File: config.mk
export PLATFORM = sky130hd
export DESIGN_NAME = multi_channel_link_watchdog_top
export DESIGN_NICKNAME = d
export VERILOG_FILES = /design/src/mclw_pkg.sv /design/src/mclw_ctrl.sv /design/src/mclw_dp.sv /design/src/multi_channel_link_watchdog_top.sv
export SDC_FILE = /design/constraint.sdc
export NUM_CORES = 1
export LEC_CHECK = 0
export BUFFER_PORTS_ARGS = -buffer_cell sky130_fd_sc_hd__buf_2
export CAP_MARGIN = 20
export CORE_MARGIN = 10
export CORE_UTILIZATION = 63
export CTS_CLUSTER_DIAMETER = 60
export DETAILED_ROUTE_END_ITERATION = 8
export HOLD_SLACK_MARGIN = 0.08
export PLACE_DENSITY_LB_ADDON = 0.3
export SYNTH_ARGS = -nofsm -noshare
export SYNTH_HDL_FRONTEND = slang
export SYNTH_SLANG_ARGS = --single-unit
File: constraint.sdc
create_clock -name i_clk -period 6.37 [get_ports i_clk]
set_input_delay 1.274 -clock i_clk [delete_from_list [all_inputs] [get_ports i_clk]]
set_output_delay 1.274 -clock i_clk [all_outputs]
set_load 0.01 [all_outputs]
File: src/mclw_pkg.sv
// Package for the multi-channel link watchdog.
// Holds channel count, opcodes, register indexes, payload and control types.
// No dependencies.
package mclw_pkg;

    // Number of monitored channels (1..13)
    localparam int CHANNELS = 13;
    localparam int IDX_W    = (CHANNELS > 1) ? $clog2(CHANNELS) : 1;

    // Field widths fixed by the interface
    localparam int TMO_W   = 16;
    localparam int CHAN_W  = 4;
    localparam int FLAGS_W = 13;
    localparam int CFG_IDX_W = 3;

    // Channels with timeouts of their own
    localparam int CH_TEN    = 10;
    localparam int CH_ELEVEN = 11;
    localparam int CH_TWELVE = 12;

    // Register reset values
    localparam logic [TMO_W-1:0]  RST_COMMON_TMO = 16'd200;
    localparam logic [TMO_W-1:0]  RST_TMO_CH10   = 16'd100;
    localparam logic [TMO_W-1:0]  RST_TMO_CH11   = 16'd20;
    localparam logic [TMO_W-1:0]  RST_TMO_CH12   = 16'd100;
    localparam logic [CHAN_W-1:0] RST_CALIB_CH   = 4'd12;

    typedef enum logic [1:0] {
        OP_TICK  = 2'd0,
        OP_FEED  = 2'd1,
        OP_QUERY = 2'd2
    } t_op;

    typedef enum logic [CFG_IDX_W-1:0] {
        REG_COMMON_TMO = 3'd0,
        REG_TMO_CH10   = 3'd1,
        REG_TMO_CH11   = 3'd2,
        REG_TMO_CH12   = 3'd3,
        REG_CALIB_CH   = 3'd4
    } t_reg_idx;

    typedef struct packed {
        logic [1:0]        op;
        logic [CHAN_W-1:0] channel;
        logic              param_saved;
    } t_item;

    typedef struct packed {
        logic [FLAGS_W-1:0] lost_flags;
        logic               channel_lost;
    } t_result;

    // Controller to datapath commands
    typedef struct packed {
        logic load;
        logic step;
        logic apply;
    } t_cmd;

    // Datapath to controller status
    typedef struct packed {
        logic sweep_last;
        logic param_saved;
    } t_status;

endpackage

File: src/mclw_ctrl.sv
// Controller state machine of the link watchdog.
// Sequences load, counter sweep, feed and result strobe; uses mclw_pkg.
module mclw_ctrl (
    input  logic             i_clk,
    input  logic             i_rst_n,
    input  logic             i_start,
    input  logic [1:0]       i_op,
    input  mclw_pkg::t_status i_status,
    output mclw_pkg::t_cmd   o_cmd,
    output logic             o_busy,
    output logic             o_valid
);
    import mclw_pkg::*;

    typedef enum logic [3:0] {
        S_IDLE  = 4'b0001,
        S_SWEEP = 4'b0010,
        S_APPLY = 4'b0100,
        S_DONE  = 4'b1000
    } t_state;

    t_state r_state, n_state;
    logic   w_accept;

    assign w_accept = i_start && (r_state == S_IDLE);

    // Choose the next state
    always_comb begin
        n_state = r_state;
        unique case (r_state)
            S_IDLE: begin
                if (i_start) begin
                    priority if (i_op == OP_TICK) n_state = S_SWEEP;
                    else if (i_op == OP_FEED)     n_state = S_APPLY;
                    else                          n_state = S_DONE;
                end
            end
            S_SWEEP: begin
                if (i_status.sweep_last) begin
                    n_state = i_status.param_saved ? S_APPLY : S_DONE;
                end
            end
            S_APPLY: n_state = S_DONE;
            S_DONE:  n_state = S_IDLE;
            default: n_state = S_IDLE;
        endcase
    end

    always_ff @(posedge i_clk) begin
        if (!i_rst_n) begin
            r_state <= S_IDLE;
        end else begin
            r_state <= n_state;
        end
    end

    // Drive datapath commands and handshake outputs
    always_comb begin
        o_cmd.load  = w_accept;
        o_cmd.step  = (r_state == S_SWEEP);
        o_cmd.apply = (r_state == S_APPLY);
    end

    assign o_busy  = (r_state != S_IDLE);
    assign o_valid = (r_state == S_DONE);

endmodule

File: src/mclw_dp.sv
// Datapath of the link watchdog: config registers, tick counters, lost flags.
// Sweeps one counter per cycle on a tick; uses mclw_pkg.
module mclw_dp (
    input  logic                            i_clk,
    input  logic                            i_rst_n,
    input  logic                            i_cfg_we,
    input  logic [mclw_pkg::CFG_IDX_W-1:0]  i_cfg_idx,
    input  logic [mclw_pkg::TMO_W-1:0]      i_cfg_wdata,
    input  mclw_pkg::t_item                 i_item,
    input  mclw_pkg::t_cmd                  i_cmd,
    output mclw_pkg::t_status               o_status,
    output mclw_pkg::t_result               o_result
);
    import mclw_pkg::*;

    logic [TMO_W-1:0]  r_common_tmo;
    logic [TMO_W-1:0]  r_tmo_ch10;
    logic [TMO_W-1:0]  r_tmo_ch11;
    logic [TMO_W-1:0]  r_tmo_ch12;
    logic [CHAN_W-1:0] r_calib_ch;

    logic [TMO_W-1:0]    r_cnt [CHANNELS];
    logic [CHANNELS-1:0] r_lost;
    logic [IDX_W-1:0]    r_idx;
    logic [1:0]          r_op;
    logic [CHAN_W-1:0]   r_ch;
    logic                r_saved;
    logic                r_chlost;

    logic [TMO_W-1:0]  w_tmo;
    logic [TMO_W:0]    w_next;
    logic              w_hit;
    logic [CHAN_W-1:0] w_feed_ch;
    logic              w_query_bit;

    // Write configuration registers
    always_ff @(posedge i_clk) begin
        if (!i_rst_n) begin
            r_common_tmo <= RST_COMMON_TMO;
            r_tmo_ch10   <= RST_TMO_CH10;
            r_tmo_ch11   <= RST_TMO_CH11;
            r_tmo_ch12   <= RST_TMO_CH12;
            r_calib_ch   <= RST_CALIB_CH;
        end else if (i_cfg_we) begin
            unique case (i_cfg_idx)
                REG_COMMON_TMO: r_common_tmo <= i_cfg_wdata;
                REG_TMO_CH10:   r_tmo_ch10   <= i_cfg_wdata;
                REG_TMO_CH11:   r_tmo_ch11   <= i_cfg_wdata;
                REG_TMO_CH12:   r_tmo_ch12   <= i_cfg_wdata;
                REG_CALIB_CH:   r_calib_ch   <= i_cfg_wdata[CHAN_W-1:0];
                default: ;
            endcase
        end
    end

    // Select the timeout of the channel under the sweep
    always_comb begin
        priority if (32'(r_idx) == CH_TEN)    w_tmo = r_tmo_ch10;
        else if (32'(r_idx) == CH_ELEVEN)     w_tmo = r_tmo_ch11;
        else if (32'(r_idx) == CH_TWELVE)     w_tmo = r_tmo_ch12;
        else                                  w_tmo = r_common_tmo;
    end

    assign w_next = {1'b0, r_cnt[r_idx]} + (TMO_W+1)'(1);
    assign w_hit  = (w_next >= {1'b0, w_tmo});

    // Feed the named channel, or the calibration channel after a tick
    assign w_feed_ch = (r_op == OP_TICK) ? r_calib_ch : r_ch;

    // Look up the queried channel's flag
    always_comb begin
        w_query_bit = 1'b0;
        for (int i = 0; i < CHANNELS; i++) begin
            if (32'(i_item.channel) == i) w_query_bit = r_lost[i];
        end
    end

    // Hold the item and sweep index
    always_ff @(posedge i_clk) begin
        if (!i_rst_n) begin
            r_idx <= '0;
        end else if (i_cmd.load) begin
            r_idx <= '0;
        end else if (i_cmd.step && !o_status.sweep_last) begin
            r_idx <= r_idx + IDX_W'(1);
        end
    end

    always_ff @(posedge i_clk) begin
        if (i_cmd.load) begin
            r_op     <= i_item.op;
            r_ch     <= i_item.channel;
            r_saved  <= i_item.param_saved;
            r_chlost <= (i_item.op == OP_QUERY) ? w_query_bit : 1'b0;
        end
    end

    // Advance counters and raise or drop flags
    always_ff @(posedge i_clk) begin
        if (!i_rst_n) begin
            for (int i = 0; i < CHANNELS; i++) begin
                r_cnt[i] <= '0;
            end
            r_lost <= '0;
        end else if (i_cmd.step) begin
            r_cnt[r_idx] <= w_hit ? '0 : w_next[TMO_W-1:0];
            if (w_hit) r_lost[r_idx] <= 1'b1;
        end else if (i_cmd.apply) begin
            for (int i = 0; i < CHANNELS; i++) begin
                if (32'(w_feed_ch) == i) begin
                    r_cnt[i]  <= '0;
                    r_lost[i] <= 1'b0;
                end
            end
        end
    end

    assign o_status.sweep_last  = (r_idx == IDX_W'(CHANNELS - 1));
    assign o_status.param_saved = r_saved;

    // Present the flag vector, zero above the channel count
    always_comb begin
        o_result.lost_flags = '0;
        for (int j = 0; j < FLAGS_W; j++) begin
            if (j < CHANNELS) o_result.lost_flags[j] = r_lost[j];
        end
        o_result.channel_lost = r_chlost;
    end

endmodule

File: src/multi_channel_link_watchdog_top.sv
// Top level of the multi-channel link watchdog.
// Joins mclw_ctrl and mclw_dp; uses mclw_pkg.
//
// Usage:
//   Command channel: drive i_item and raise i_start; the transaction is
//   taken at a rising edge where i_start is high and o_busy is low.
//   Result channel: o_valid strobes for one cycle with o_result; the
//   receiver cannot stall it and must take it in that cycle.
//   Config port: i_cfg_we writes i_cfg_wdata to register i_cfg_idx at
//   once; write only while o_busy is low.
// Sequence after acceptance:
//   a query or unused op goes straight to the result strobe; a feed passes
//   the apply state first; a tick sweeps every channel counter, then passes
//   the apply state when param_saved is set. o_busy falls the cycle after
//   the strobe. The tick time is set by the counter sweep, which
//   updates one channel counter per cycle.
// Reset: synchronous on i_rst_n low; clears all counters and lost flags,
// restores the register defaults and returns the controller to idle.
module multi_channel_link_watchdog_top (
    input  logic                            i_clk,
    input  logic                            i_rst_n,
    input  logic                            i_start,
    input  mclw_pkg::t_item                 i_item,
    output logic                            o_busy,
    output logic                            o_valid,
    output mclw_pkg::t_result               o_result,
    input  logic                            i_cfg_we,
    input  logic [mclw_pkg::CFG_IDX_W-1:0]  i_cfg_idx,
    input  logic [mclw_pkg::TMO_W-1:0]      i_cfg_wdata
);
    import mclw_pkg::*;

    t_cmd    w_cmd;
    t_status w_status;

    mclw_ctrl u_ctrl (
        .i_clk    (i_clk),
        .i_rst_n  (i_rst_n),
        .i_start  (i_start),
        .i_op     (i_item.op),
        .i_status (w_status),
        .o_cmd    (w_cmd),
        .o_busy   (o_busy),
        .o_valid  (o_valid)
    );

    mclw_dp u_dp (
        .i_clk       (i_clk),
        .i_rst_n     (i_rst_n),
        .i_cfg_we    (i_cfg_we),
        .i_cfg_idx   (i_cfg_idx),
        .i_cfg_wdata (i_cfg_wdata),
        .i_item      (i_item),
        .i_cmd       (w_cmd),
        .o_status    (w_status),
        .o_result    (o_result)
    );

endmodule

==> Word level (Yosys, flattened, before mapping) <==
Memory sizes are Yosys's and may differ from the RTL's. A register that Yosys moved wholly into a read port is not among the register bits.
Cells that the tools add are included.
{ "classes": {"add_sub_neg": 2, "magnitude_cmp": 3, "n_eq_ne": 41, "muxes": 129, "n_bitwise": 15, "n_reduce_logical": 44} }
{ "ops": {"columns": ["op", "count"], "rows": [
  ["16-bit 2-to-1 mux", 18],
  ["1-bit 2-to-1 mux", 97],
  ["4-bit == test (second input constant)", 14],
  ["13-bit 2-to-1 mux", 3],
  ["3-bit AND reduction", 13],
  ["4-bit by 3-bit == test with 1-bit output (second input constant)", 9],
  ["4-bit 2-to-1 mux", 9],
  ["2-bit nonzero test", 14],
  ["4-bit by 2-bit == test with 1-bit output (second input constant)", 5],
  ["16-bit by 1-bit adder with 17-bit output (second input constant)", 1],
  ["17-bit by 16-bit >= comparator with 1-bit output", 1],
  ["16-bit OR reduction", 1],
  ["1-bit bitwise OR", 13],
  ["13-bit bitwise OR", 1],
  ["4-bit by 1-bit == test with 1-bit output (second input constant)", 3],
  ["4-bit case mux with 3 select lines", 1],
  ["2-bit AND reduction", 6],
  ["4-bit logical NOT", 2],
  ["3-bit by 2-bit == test with 1-bit output (second input constant)", 2],
  ["2-bit != test (second input constant)", 3],
  ["4-bit by 5-bit less-than comparator with 1-bit output (second input constant)", 1],
  ["4-bit by 1-bit adder with 4-bit output (second input constant)", 1],
  ["1-bit demux with 4-bit select", 1],
  ["4-bit by 1-bit >= comparator with 1-bit output (second input constant)", 1],
  ["11 further kinds", 14]
]} }
{ "word_totals": {"ff_bits": 97, "ram_bits": 208, "inputBits": 30, "wordCells": 259, "n_memories": 1} }
{ "mem_list": {"columns": ["memory", "words", "word_bits", "rd", "rd_ports_with_merged_regs", "wr", "line_no", "source"], "rows": [
  ["u_dp.r_cnt", 13, 16, 1, 1, 13, "mclw_dp.sv:22", "logic [TMO_W-1:0] r_cnt [CHANNELS];"]
]} }

==> Longest topological paths before layout <==
Gate-level depths: netlist (run 1).
{ "logic_depth": {"depth_word": 14, "mapped_depth": 23} }

==> Hierarchy <==
From an unflattened synthesis (run 1), not the netlist that was laid out.
{ "hier_totals": {"hier_cells": 1321, "area_unflattened_um2": 16554.6} }
{ "by_module_without_submodules": {"columns": ["mod", "instances", "cells_each", "area_each_um2", "seq_area_each_um2"], "rows": [
  ["mclw_dp", 1, 1288, 16229.3, 9709.3],
  ["mclw_ctrl", 1, 33, 325.3, 80.1]
]} }

==> Least setup slack after synthesis (run 1) <==
Ideal clock, no wire load.
{ "synth_path": {"path_kind": "register to register", "from": "register (tool-made name)", "to": "memory u_dp.r_cnt[0][14], data pin", "setup_ns": 0.159, "arrival_time_ns": 4.691, "t_required_ns": 6.211, "path_slack_ns": 1.520, "path_stages_with_launch": 23, "period_less_slack_ns": 4.850, "cell_sequence": "dfxtp_1 buf_2 buf_4 mux4_2 and2b_2 a211oi_1 a21oi_1 ha_1 nand3_2 nor3_1 xnor2_1 buf_2 inv_1 ha_1 a21o_1 a21o_1 a21oi_1 o221ai_1 a21oi_1 clkbuf_1 nand2_1 buf_4 nor3_1"} }
{ "synth_lines": {"columns": ["item", "line_no"], "rows": [
  ["end, declared", "mclw_dp.sv:22"]
]} }

==> out/summary.md, run 1 <==
### Critical path
- 17 — depth of the worst register-to-register path
- u_dp.r_cnt[13][15] — worst r2r dst
- flip-flop — category of the worst setup path capture point
- 6.00 ns — arrival time at the worst endpoint
- 0.60 ns — flop-to-flop setup slack
- 6.59 ns — critical path required time
- 46 — peak fanout along the critical path
- flip-flop to flip-flop — start-to-end type of the worst setup path
- flip-flop — crit start category

### Yosys
- 357 — flip-flop and latch count after synthesis
- 1384 — syn_nets
- 16600 µm² — area of the mapped netlist
- 0.590 — register area share after synthesis
- edfxtp_1 — prevailing post-synth register cell
- 1333 — Cells after Synth
- 12.4 µm² — Avg Synthesized Cell Area
- 0 — number of warnings issued by yosys
- 264 — number of synthesized flops with an enable pin
- 64 — Synth cell types
- 0 — Post-synth ARST share

### Timing
- 0 — final number of max-transition violations
- 1.17 ns — worst-margin pin slew
- false — RSZ-0062 raised after global routing
- 0 — final setup fails
- 0 — number of hold violations in the final report
- 0.0223 ns — worst clock skew
- 5.77 ns — Final Critical Period
- 0.907 — final critical-path share of the clock period
- 0.463 ns — final hold slack
- 0.221 — worst slew slack as a fraction of its limit
- 0.173 GHz — Max Clock Freq
- 0 ns — total negative slack for setup checks

### Clocking
- 3 — number of buffers on the longest clock path
- 0.06 ns — Worst-path clk slew
- 37 — clock buffer count from CTS
- done — CTS tree
- 0.54 ns — insertion delay of the later-clocked pin in the worst-skew pair
- 0 — cells resized by post-CTS repair
- 357 — number of clock sinks
- 0 — Hold-fix buffers, CTS
- 2 — CTS HTree Levels
- clkbuf_16 — CTS Root Cell
- 0 — post-CTS setup-driven buffer insertion count

### Die
- 33200 µm² — Die Area
- 59 — standard-cell rows
- 46 — top-level port count
- 182 µm — chip height
- 0.638 — Initial Util
- 26000 µm² — area of the core
- 182 µm — Die X

### Global route
- 96 — maximum number of pins on one net before global-route repair
- 11200 — vias in the first global route
- 63100 µm — first-pass GRT wire length
- 0.244 — global-route usage over all layers
- 0 — overflow left after global routing
- 0 — antenna violations before repair

### Worst hold path
- u_dp.r_common_tmo[2] — destination of the worst hold path
- u_dp.r_common_tmo[2] — origin of the worst min-delay path
- 2 — WHS Path Cells
- flip-flop to flip-flop — Tightest Hold Check Type

### Power and ir drop
- 268 nW/µm² — areal power density over the cells
- 6.48 nW — Lkg Pwr
- 0.231 mV — worst-case vdd ir drop

### Finish
- 1418 — Final #Nets
- edfxtp_1 — leading cell type in the layout, fill and taps excluded
- 0 — ANT cells
- 9.66% — Area growth syn-to-layout
- 0.175 — layout cell share with drive strength beyond 1
- 264 x edfxtp_1, 180 x nor2_1, 177 x nand2_1 — most frequent cells in the layout

### Drt
- 41700 µm — final WL
- 11300 — vias after detailed routing
- 0 — remaining antenna violation count
- 0 — total DRC errors in the routed layout
- 1372 — First DRT Iteration DRCs
- 6 — Initial DRT Pass Iterations
- 6.54 — detailed-route vias per instance
- 24.1 µm — Wirelength per Cell

### Place
- 45 — number of buffers inserted by port buffering
- 26100 µm — DP HPWL
- 0.956 — final weighted congestion in routability-driven placement

### Flow run
- 0 — Max Cap Viol

### Run status
- complete, no violations — result of the run

==> worst max-delay path, cell delays in order, from the launching register on <==
cell and delay [ns]:
dfxtp_4 0.63, buf_12 0.32, mux4_1 0.60, a22oi_1 0.31
nand2_1 0.20, nand3_1 0.32, nor4_4 0.10, xnor2_2 0.73
inv_1 0.10, ha_1 0.33, nand3_1 0.08, or2_2 0.32
nor3_1 0.21, a21oi_1 0.12, buf_4 0.20, nand2_2 0.44
buf_12 0.31, nor2_1 0.10
==> synthesized netlist by cell type (all sizes together) (2+ instances only) <==
| master | instances | area (µm²) |
|---|---|---|
| buf | 49 | 395 |
| o21ai | 23 | 115 |
| nand4 | 9 | 77.6 |
| mux4 | 67 | 1590 |
| dfxtp | 93 | 1860 |
| nor3b | 9 | 67.6 |
| nand2b | 2 | 12.5 |
| and2 | 10 | 62.6 |
| inv | 23 | 86.3 |
| a22oi | 25 | 201 |
| mux2i | 25 | 263 |
| edfxtp | 264 | 7930 |
| a21o | 7 | 52.6 |
| nor4 | 6 | 67.6 |
| a21oi | 22 | 110 |
| and3 | 4 | 25.0 |
| nand3 | 28 | 145 |
| nand2 | 179 | 674 |
| nor4b | 4 | 35.0 |
| o211ai | 27 | 218 |
| ha | 21 | 263 |
| or2 | 12 | 75.1 |
| nor3 | 77 | 465 |
| nor2 | 180 | 676 |
| nor2b | 8 | 50.1 |
| clkbuf | 51 | 218 |
| o21a | 7 | 52.6 |
| o31a | 4 | 36.3 |
| a21boi | 53 | 398 |
| xor2 | 3 | 26.3 |
| xnor2 | 7 | 68.8 |
| a31oi | 2 | 12.5 |
| a211oi | 19 | 143 |
| and2b | 4 | 32.5 |
==> metal layers <==
metal	vias to the layer above	track usage	part of all wire
li1	4993	-	-
met2	695	0.384	0.47
met5	-	0	0
met1	5534	0.315	0.38
met4	0	0.0999	0.030
met3	104	0.0661	0.12
==> report_power, final <==
part / total (W) / switching [W] / internal [W]
registers: 0.00257 / 0.0000234 / 0.00255
logic: 0.000259 / 0.000177 / 0.0000825
clock network: 0.00204 / 0.000903 / 0.00114
==> per-stage QoR <==
step / std cells / power (W) / area, µm² / utilization / worst slack [ns]
6_report: 1731 / 0.00487 / 18200 / 0.700 / 0.596
5_1_grt: 1731 / 0.00499 / 18200 / 0.700 / 0.289
4_1_cts: 1728 / 0.00487 / 18100 / 0.698 / 0.670
3_5_place_dp: 1660 / 0.00287 / 17000 / 0.654 / 0.676
3_3_place_gp: 1660 / 0.00286 / 17000 / 0.654 / 0.862
2_1_floorplan: 1333 / 0.00279 / 16600 / - / 1.52
==> worst max-delay path by stage <==
stage                          from            endpoint  slack [ns]  cells after the start
after detailed placement  flip-flop  u_dp.r_cnt[13][15]        0.68                     17
after global routing      flip-flop  u_dp.r_cnt[14][15]        0.29                     17
after global placement    flip-flop  u_dp.r_cnt[14][15]        0.86                     16
final                     flip-flop  u_dp.r_cnt[13][15]        0.60                     17
after CTS                 flip-flop  u_dp.r_cnt[13][15]        0.67                     17
after floorplan           flip-flop   u_dp.r_cnt[0][14]        1.52                     22
==> cell type report <==
type | instances | area, µm²
sequential | 357 | 9800
timing repair buffer | 95 | 646
inverter | 23 | 86.3
fill | 1782 | 7800
clock inverter | 24 | 175
clock buffer | 44 | 962
multi-input combinational | 853 | 6100
tap | 335 | 419
==> sequential cells by signal (all words and copies together) (netlist names), named ones only <==
register           cells
u_dp.r_tmo_ch10       16
u_dp.r_tmo_ch11       16
u_dp.r_chlost          1
u_dp.r_saved           1
u_dp.r_cnt           256
u_dp.r_idx             4
u_dp.r_common_tmo     16
u_dp.r_lost           13
u_dp.r_tmo_ch12       16
u_ctrl.r_state         4
u_dp.r_ch              4
u_dp.r_op              2
u_dp.r_calib_ch        4
==> cell families after synthesis <==
family,synth area share
simple gates,0.151
flops,0.590
compound gates,0.0833
buf+inv,0.0422
mux,0.112
fa+ha+maj,0.0158
xor+xnor,0.00574
No activity file was read; power rests on OpenSTA's default activity.
==> run 2: changes to the inputs <==
Settings changed: CORE_UTILIZATION 63 to 62, SYNTH_HIERARCHICAL set to 1.
==> out/summary.md, run 2 <==
### Flow run
- 0 — Max Cap Viol

### Critical path
- 5.88 ns — arrival time at the worst endpoint
- flip-flop to flip-flop — start-to-end type of the worst setup path
- 6.72 ns — critical path required time
- flip-flop — category of the worst setup path capture point
- 35 — peak fanout along the critical path
- 17 — depth of the worst register-to-register path
- 0.84 ns — flop-to-flop setup slack
- flip-flop — crit start category
- u_dp/r_cnt[8][0] — worst r2r dst

### Timing
- 5.53 ns — Final Critical Period
- 0.868 — final critical-path share of the clock period
- 0 ns — total negative slack for setup checks
- 0 — final number of max-transition violations
- 0.842 ns — worst setup margin
- 0 — number of hold violations in the final report
- 0.0175 ns — worst clock skew
- false — RSZ-0062 raised after global routing
- 0.245 — worst slew slack as a fraction of its limit
- 0.181 GHz — Max Clock Freq
- 0 — final setup fails
- 1.13 ns — worst-margin pin slew

### Yosys
- 1372 — syn_nets
- edfxtp_1 48%, dfxtp_1 11%, mux4_2 5.0% — leading cell types by total area after synthesis
- 16600 µm² — area of the mapped netlist
- edfxtp_1 — prevailing post-synth register cell
- 0.591 — register area share after synthesis
- 264 — number of synthesized flops with an enable pin
- 6 — number of warnings issued by yosys
- 1321 — Cells after Synth
- 357 — flip-flop and latch count after synthesis
- edfxtp_1 — most common cell in the synthesized netlist
- 72 — Synth cell types
- 0.479 — area share of the leading cell type in the synthesized netlist
- 12.5 µm² — Avg Synthesized Cell Area
- edfxtp_1 — library cell with the largest summed area after synthesis
- 0 — Post-synth ARST share
- 264 x edfxtp_1, 198 x nor2_1, 172 x nand2_1, 93 x dfxtp_1, 55 x clkbuf_1 — leading post-synthesis cells by instance count

### Drt
- 5 — Initial DRT Pass Iterations
- 0 — total DRC errors in the routed layout
- 6.34 — detailed-route vias per instance
- 1386 — First DRT Iteration DRCs
- 40000 µm — final WL
- 23.6 µm — Wirelength per Cell
- 0 — remaining antenna violation count
- 10700 — vias after detailed routing

### Die
- 46 — top-level port count
- 0.633 — Initial Util
- 59 — standard-cell rows
- 183 µm — chip height
- 33600 µm² — Die Area
- 183 µm — Die X
- 26100 µm² — area of the core

### Place
- 0.877 — final weighted congestion in routability-driven placement
- 24600 µm — DP HPWL
- 0.995 ns — pre-CTS setup slack
- 45 — number of buffers inserted by port buffering

### Power and ir drop
- 288 nW/µm² — areal power density over the cells
- 6.35 nW — Lkg Pwr
- 0.255 mV — worst-case vdd ir drop

### Worst hold path
- u_dp/r_tmo_ch10[11] — destination of the worst hold path
- u_dp/r_tmo_ch10[11] — origin of the worst min-delay path
- 2 — WHS Path Cells
- flip-flop to flip-flop — Tightest Hold Check Type

### Global route
- 0 — overflow left after global routing
- 0.238 — global-route usage over all layers
- 0 — antenna violations before repair
- 61700 µm — first-pass GRT wire length
- 95 — maximum number of pins on one net before global-route repair
- 10800 — vias in the first global route

### Finish
- 1387 — Final #Nets
- 1822 — Fillers
- edfxtp_1 — leading cell type in the layout, fill and taps excluded
- 264 x edfxtp_1, 198 x nor2_1, 172 x nand2_1 — most frequent cells in the layout
- 0.161 — layout cell share with drive strength beyond 1
- u_dp/r_cnt — register with the most flip-flops
- 256 — flip-flop count of the largest register, all copies and words added
- 0 — ANT cells
- 8.74% — Area growth syn-to-layout

### Clocking
- 3 — number of buffers on the longest clock path
- 2 — CTS HTree Levels
- 0 — post-CTS setup-driven buffer insertion count
- clkbuf_16 — CTS Root Cell
- 37 — clock buffer count from CTS
- 357 — number of clock sinks
- 0.52 ns — insertion delay of the later-clocked pin in the worst-skew pair
- done — CTS tree
- 0 — cells resized by post-CTS repair
- 0.06 ns — Worst-path clk slew
- 0 — Hold-fix buffers, CTS

### Run status
- complete, no violations — result of the run

==> run 2: changes by cell type after synthesis, sizes merged, moves of 5 or more <==
| cell | change |
|---|---|
| inv | +5 |
| nor2 | +28 |
| nand4 | -5 |
| xor2 | +8 |
| buf | -5 |
| or2 | -10 |
| nor3 | -29 |
| mux2i | -5 |
==> run 2: cell families after synthesis <==
family          after synthesis  synth area share
buf+inv                     127            0.0396
mux                          89             0.112
compound gates              195            0.0859
xor+xnor                     16            0.0105
fa+ha+maj                    21            0.0159
flops                       357             0.591
simple gates                516             0.145
==> run 2: layer usage <==
layer | vias to the layer above | GRT usage | part of all wire
met3 | 92 | 0.0304 | 0.080
met1 | 5229 | 0.317 | 0.40
met4 | 0 | 0.0872 | 0.030
met5 | - | 0 | 0
met2 | 547 | 0.394 | 0.49
li1 | 4865 | - | -
==> run 2: cell type report <==
type | count | area [µm²] | area share
Clock buffer | 54 | 1030 | 0.0573
Multi-Input combinational cell | 837 | 6120 | 0.340
Tap cell | 335 | 419 | 0.0233
Clock inverter | 7 | 61.3 | 0.00341
Inverter | 28 | 105 | 0.00584
Timing Repair Buffer | 75 | 474 | 0.0263
Sequential cell | 357 | 9790 | 0.544
==> run 2: metrics by stage <==
| stage | cells | total power, W | hold WS [ns] | utilization | area, µm² |
|---|---|---|---|---|---|
| finish | 1693 | 0.00518 | 0.465 | 0.689 | 18000 |
| global route | 1693 | 0.00535 | 0.482 | 0.689 | 18000 |
| CTS | 1692 | 0.00520 | 0.466 | 0.688 | 18000 |
| detailed placement | 1631 | 0.00323 | 0.456 | 0.647 | 16900 |
| global placement | 1630 | 0.00321 | 0.449 | 0.646 | 16900 |
| floorplan | 1321 | 0.00310 | 0.440 | - | 16600 |
==> run 2: critical path, cell delays in order (launching register included) <==
cell      delay (ns)
dfxtp_4         0.79
mux4_1          0.63
a22oi_1         0.27
nand2_2         0.18
ha_1            0.25
o21ai_1         0.22
nor2_1          0.17
xor2_1          0.25
ha_1            0.29
a21o_1          0.18
a21o_1          0.17
a21o_1          0.16
a21oi_1         0.14
o221ai_1        0.16
a41oi_2         0.55
buf_4           0.28
nand3b_1        0.40
nor2_1          0.25
==> run 2: worst max-delay path by stage <==
stage / from / end / slack [ns] / depth (start not counted)
finish: flip-flop / u_dp/r_cnt[8][0] / 0.84 / 17
global route: flip-flop / u_dp/r_cnt[6][0] / 0.58 / 17
global placement: flip-flop / u_dp/r_cnt[12][0] / 1.14 / 17
CTS: flip-flop / u_dp/r_cnt[8][0] / 0.94 / 17
floorplan: flip-flop / u_dp/r_cnt[8][11] / 1.44 / 22
detailed placement: flip-flop / u_dp/r_cnt[3][0] / 0.99 / 17
==> run 2: power breakdown <==
group          internal (W)  switching, W  total [W]  leakage [nW]
Clock               0.00116      0.000834    0.00199         0.536
Sequential          0.00259     0.0000568    0.00264          3.42
Combinational      0.000189      0.000358   0.000547          2.39
Total               0.00393       0.00125    0.00518          6.35
==> run 3: changes to the inputs <==
Settings changed: CORE_UTILIZATION 62 to 67.
Clock period 6.37 ns to 7.05 ns, I/O delays scaled along.
==> out/summary.md, run 3 (synthesis gave the netlist of run 2 again) <==
### Clocking
- 0 — post-CTS setup-driven buffer insertion count
- 0.06 ns — Worst-path clk slew
- 3 — number of buffers on the longest clock path
- 0.54 ns — insertion delay of the later-clocked pin in the worst-skew pair
- clkbuf_16 — CTS Root Cell
- 0 — cells resized by post-CTS repair
- 0 — Hold-fix buffers, CTS
- 37 — clock buffer count from CTS
- done — CTS tree
- 357 — number of clock sinks
- 2 — CTS HTree Levels

### Worst hold path
- 2 — WHS Path Cells
- u_dp/r_common_tmo[6] — origin of the worst min-delay path
- u_dp/r_common_tmo[6] — destination of the worst hold path
- flip-flop to flip-flop — Tightest Hold Check Type

### Die
- 24300 µm² — area of the core
- 31400 µm² — Die Area
- 177 µm — Die X
- 57 — standard-cell rows
- 177 µm — chip height
- 0.681 — Initial Util
- 46 — top-level port count

### Drt
- 6 — Initial DRT Pass Iterations
- 0 — remaining antenna violation count
- 1373 — First DRT Iteration DRCs
- 24.9 µm — Wirelength per Cell
- 0 — total DRC errors in the routed layout
- 6.58 — detailed-route vias per instance
- 42000 µm — final WL
- 11100 — vias after detailed routing

### Critical path
- 16 — Stages on worst setup path
- dfxtp_2 — Worst path slowest cell
- 0.96 ns — highest cell delay on the worst timing path
- buf_4, mux4_1, a22oi_1, nand2_2, nand4_4, nor2_2, and3_1, xnor2_2, buf_4, inv_1, ha_1, a21o_1, a21o_1, a41oi_2, nand3_2, nor2_1 — critical path, cell by cell
- flip-flop — category of the worst setup path capture point
- 3 — count of buffering cells on the critical path with inverters included
- compound AO/OA/AOI/OAI gates — dominant delay contributor by cell family on the critical path
- u_dp/r_cnt[4][12] — worst r2r dst
- flip-flop — crit start category
- 16 — depth of the worst register-to-register path
- 6.68 ns — arrival time at the worst endpoint
- flip-flop to flip-flop — start-to-end type of the worst setup path
- 34 — peak fanout along the critical path
- 7.36 ns — critical path required time
- 0.69 ns — flop-to-flop setup slack

### Power and ir drop
- 0.00476 W — Power Total
- 264 nW/µm² — areal power density over the cells
- 0.247 — share of total power consumed by net switching
- 0.393 — clock network fraction of design power
- 0.209 mV — worst-case vdd ir drop
- 0.00118 W — switching component of the power
- 0.501 — share of total power in sequential cells
- 0.00359 W — internal power
- 0.106 — share of power burned in combinational logic
- 6.37 nW — Lkg Pwr

### Timing
- 0.903 — final critical-path share of the clock period
- 0 — final number of max-transition violations
- false — RSZ-0062 raised after global routing
- 0 ns — total negative slack for setup checks
- 0.0321 ns — worst clock skew
- 0 — number of hold violations in the final report
- 6.36 ns — Final Critical Period
- 0.248 — worst slew slack as a fraction of its limit
- 1.13 ns — worst-margin pin slew
- 0 — final setup fails
- 0.157 GHz — Max Clock Freq

### Finish
- 264 x edfxtp_1, 198 x nor2_1, 172 x nand2_1 — most frequent cells in the layout
- 0.162 — layout cell share with drive strength beyond 1
- 256 — flip-flop count of the largest register, all copies and words added
- 8.88% — Area growth syn-to-layout
- u_dp/r_cnt — register with the most flip-flops
- 1513 — Fillers
- 18000 µm² — final instance area
- edfxtp_1 — leading cell type in the layout, fill and taps excluded
- 1384 — Final #Nets
- 0 — ANT cells

### Global route
- 0 — overflow left after global routing
- 64100 µm — first-pass GRT wire length
- 0.266 — global-route usage over all layers
- 95 — maximum number of pins on one net before global-route repair
- 11000 — vias in the first global route
- 0 — antenna violations before repair

### Place
- 16800 µm² — post-placement cell area
- 45 — number of buffers inserted by port buffering
- 25200 µm — DP HPWL
- 0.867 — final weighted congestion in routability-driven placement

### Flow run
- 0 — Max Cap Viol

### Run status
- complete, no violations — result of the run

run 3: power by group through the flow:
| stage | logic (W) | registers [W] | clock network, W |
|---|---|---|---|
| 2_1_floorplan | 0.000404 | 0.00240 | 0 |
| 3_3_place_gp | 0.000479 | 0.00242 | 0 |
| 3_5_place_dp | 0.000491 | 0.00243 | 0 |
| 4_1_cts | 0.000498 | 0.00239 | 0.00188 |
| 5_1_grt | 0.000540 | 0.00240 | 0.00197 |
| 6_report | 0.000505 | 0.00239 | 0.00187 |
run 3: worst min-delay path, cell delays in order (launching register included):
cell	delay [ns]
dfxtp_1	0.32
nand2_1	0.05
nand3_1	0.06
run 3: layout make-up:
cell class                 instances  area (µm²)  share of cell area
clock inverter                    15        98.8             0.00548
inverter                          28         105             0.00583
clock buffer                      52        1060              0.0586
tap                              324         405              0.0225
multi-input combinational        837        6120               0.339
sequential                       357        9790               0.543
timing repair buffer              72         448              0.0249
run 3: stage by stage:
step                      instances  utilization  setup WS, ns  hold WS, ns
after floorplan                1321            -          2.12        0.440
after global placement         1616        0.692          1.34        0.449
after detailed placement       1616        0.692          1.08        0.456
after CTS                      1683        0.740         0.898        0.467
after global routing           1685        0.741         0.561        0.479
final                          1685        0.741         0.686        0.464
run 3: how the worst max path moves through the flow:
stage	startpoint	to	slack (ns)
6_report	flip-flop	u_dp/r_cnt[4][12]	0.69
5_1_grt	flip-flop	u_dp/r_cnt[6][0]	0.56
4_1_cts	flip-flop	u_dp/r_cnt[4][12]	0.90
3_5_place_dp	flip-flop	u_dp/r_cnt[4][12]	1.08
3_3_place_gp	flip-flop	u_dp/r_cnt[12][0]	1.34
2_1_floorplan	flip-flop	u_dp/r_cnt[8][11]	2.12
run 3: routing by layer:
metal  GRT usage  vias up  share of wire
li1            -     4869              -
met1       0.349     5364           0.37
met5           0        -              0
met4       0.114        0          0.040
met3      0.0440      132           0.10
met2       0.434      726           0.49
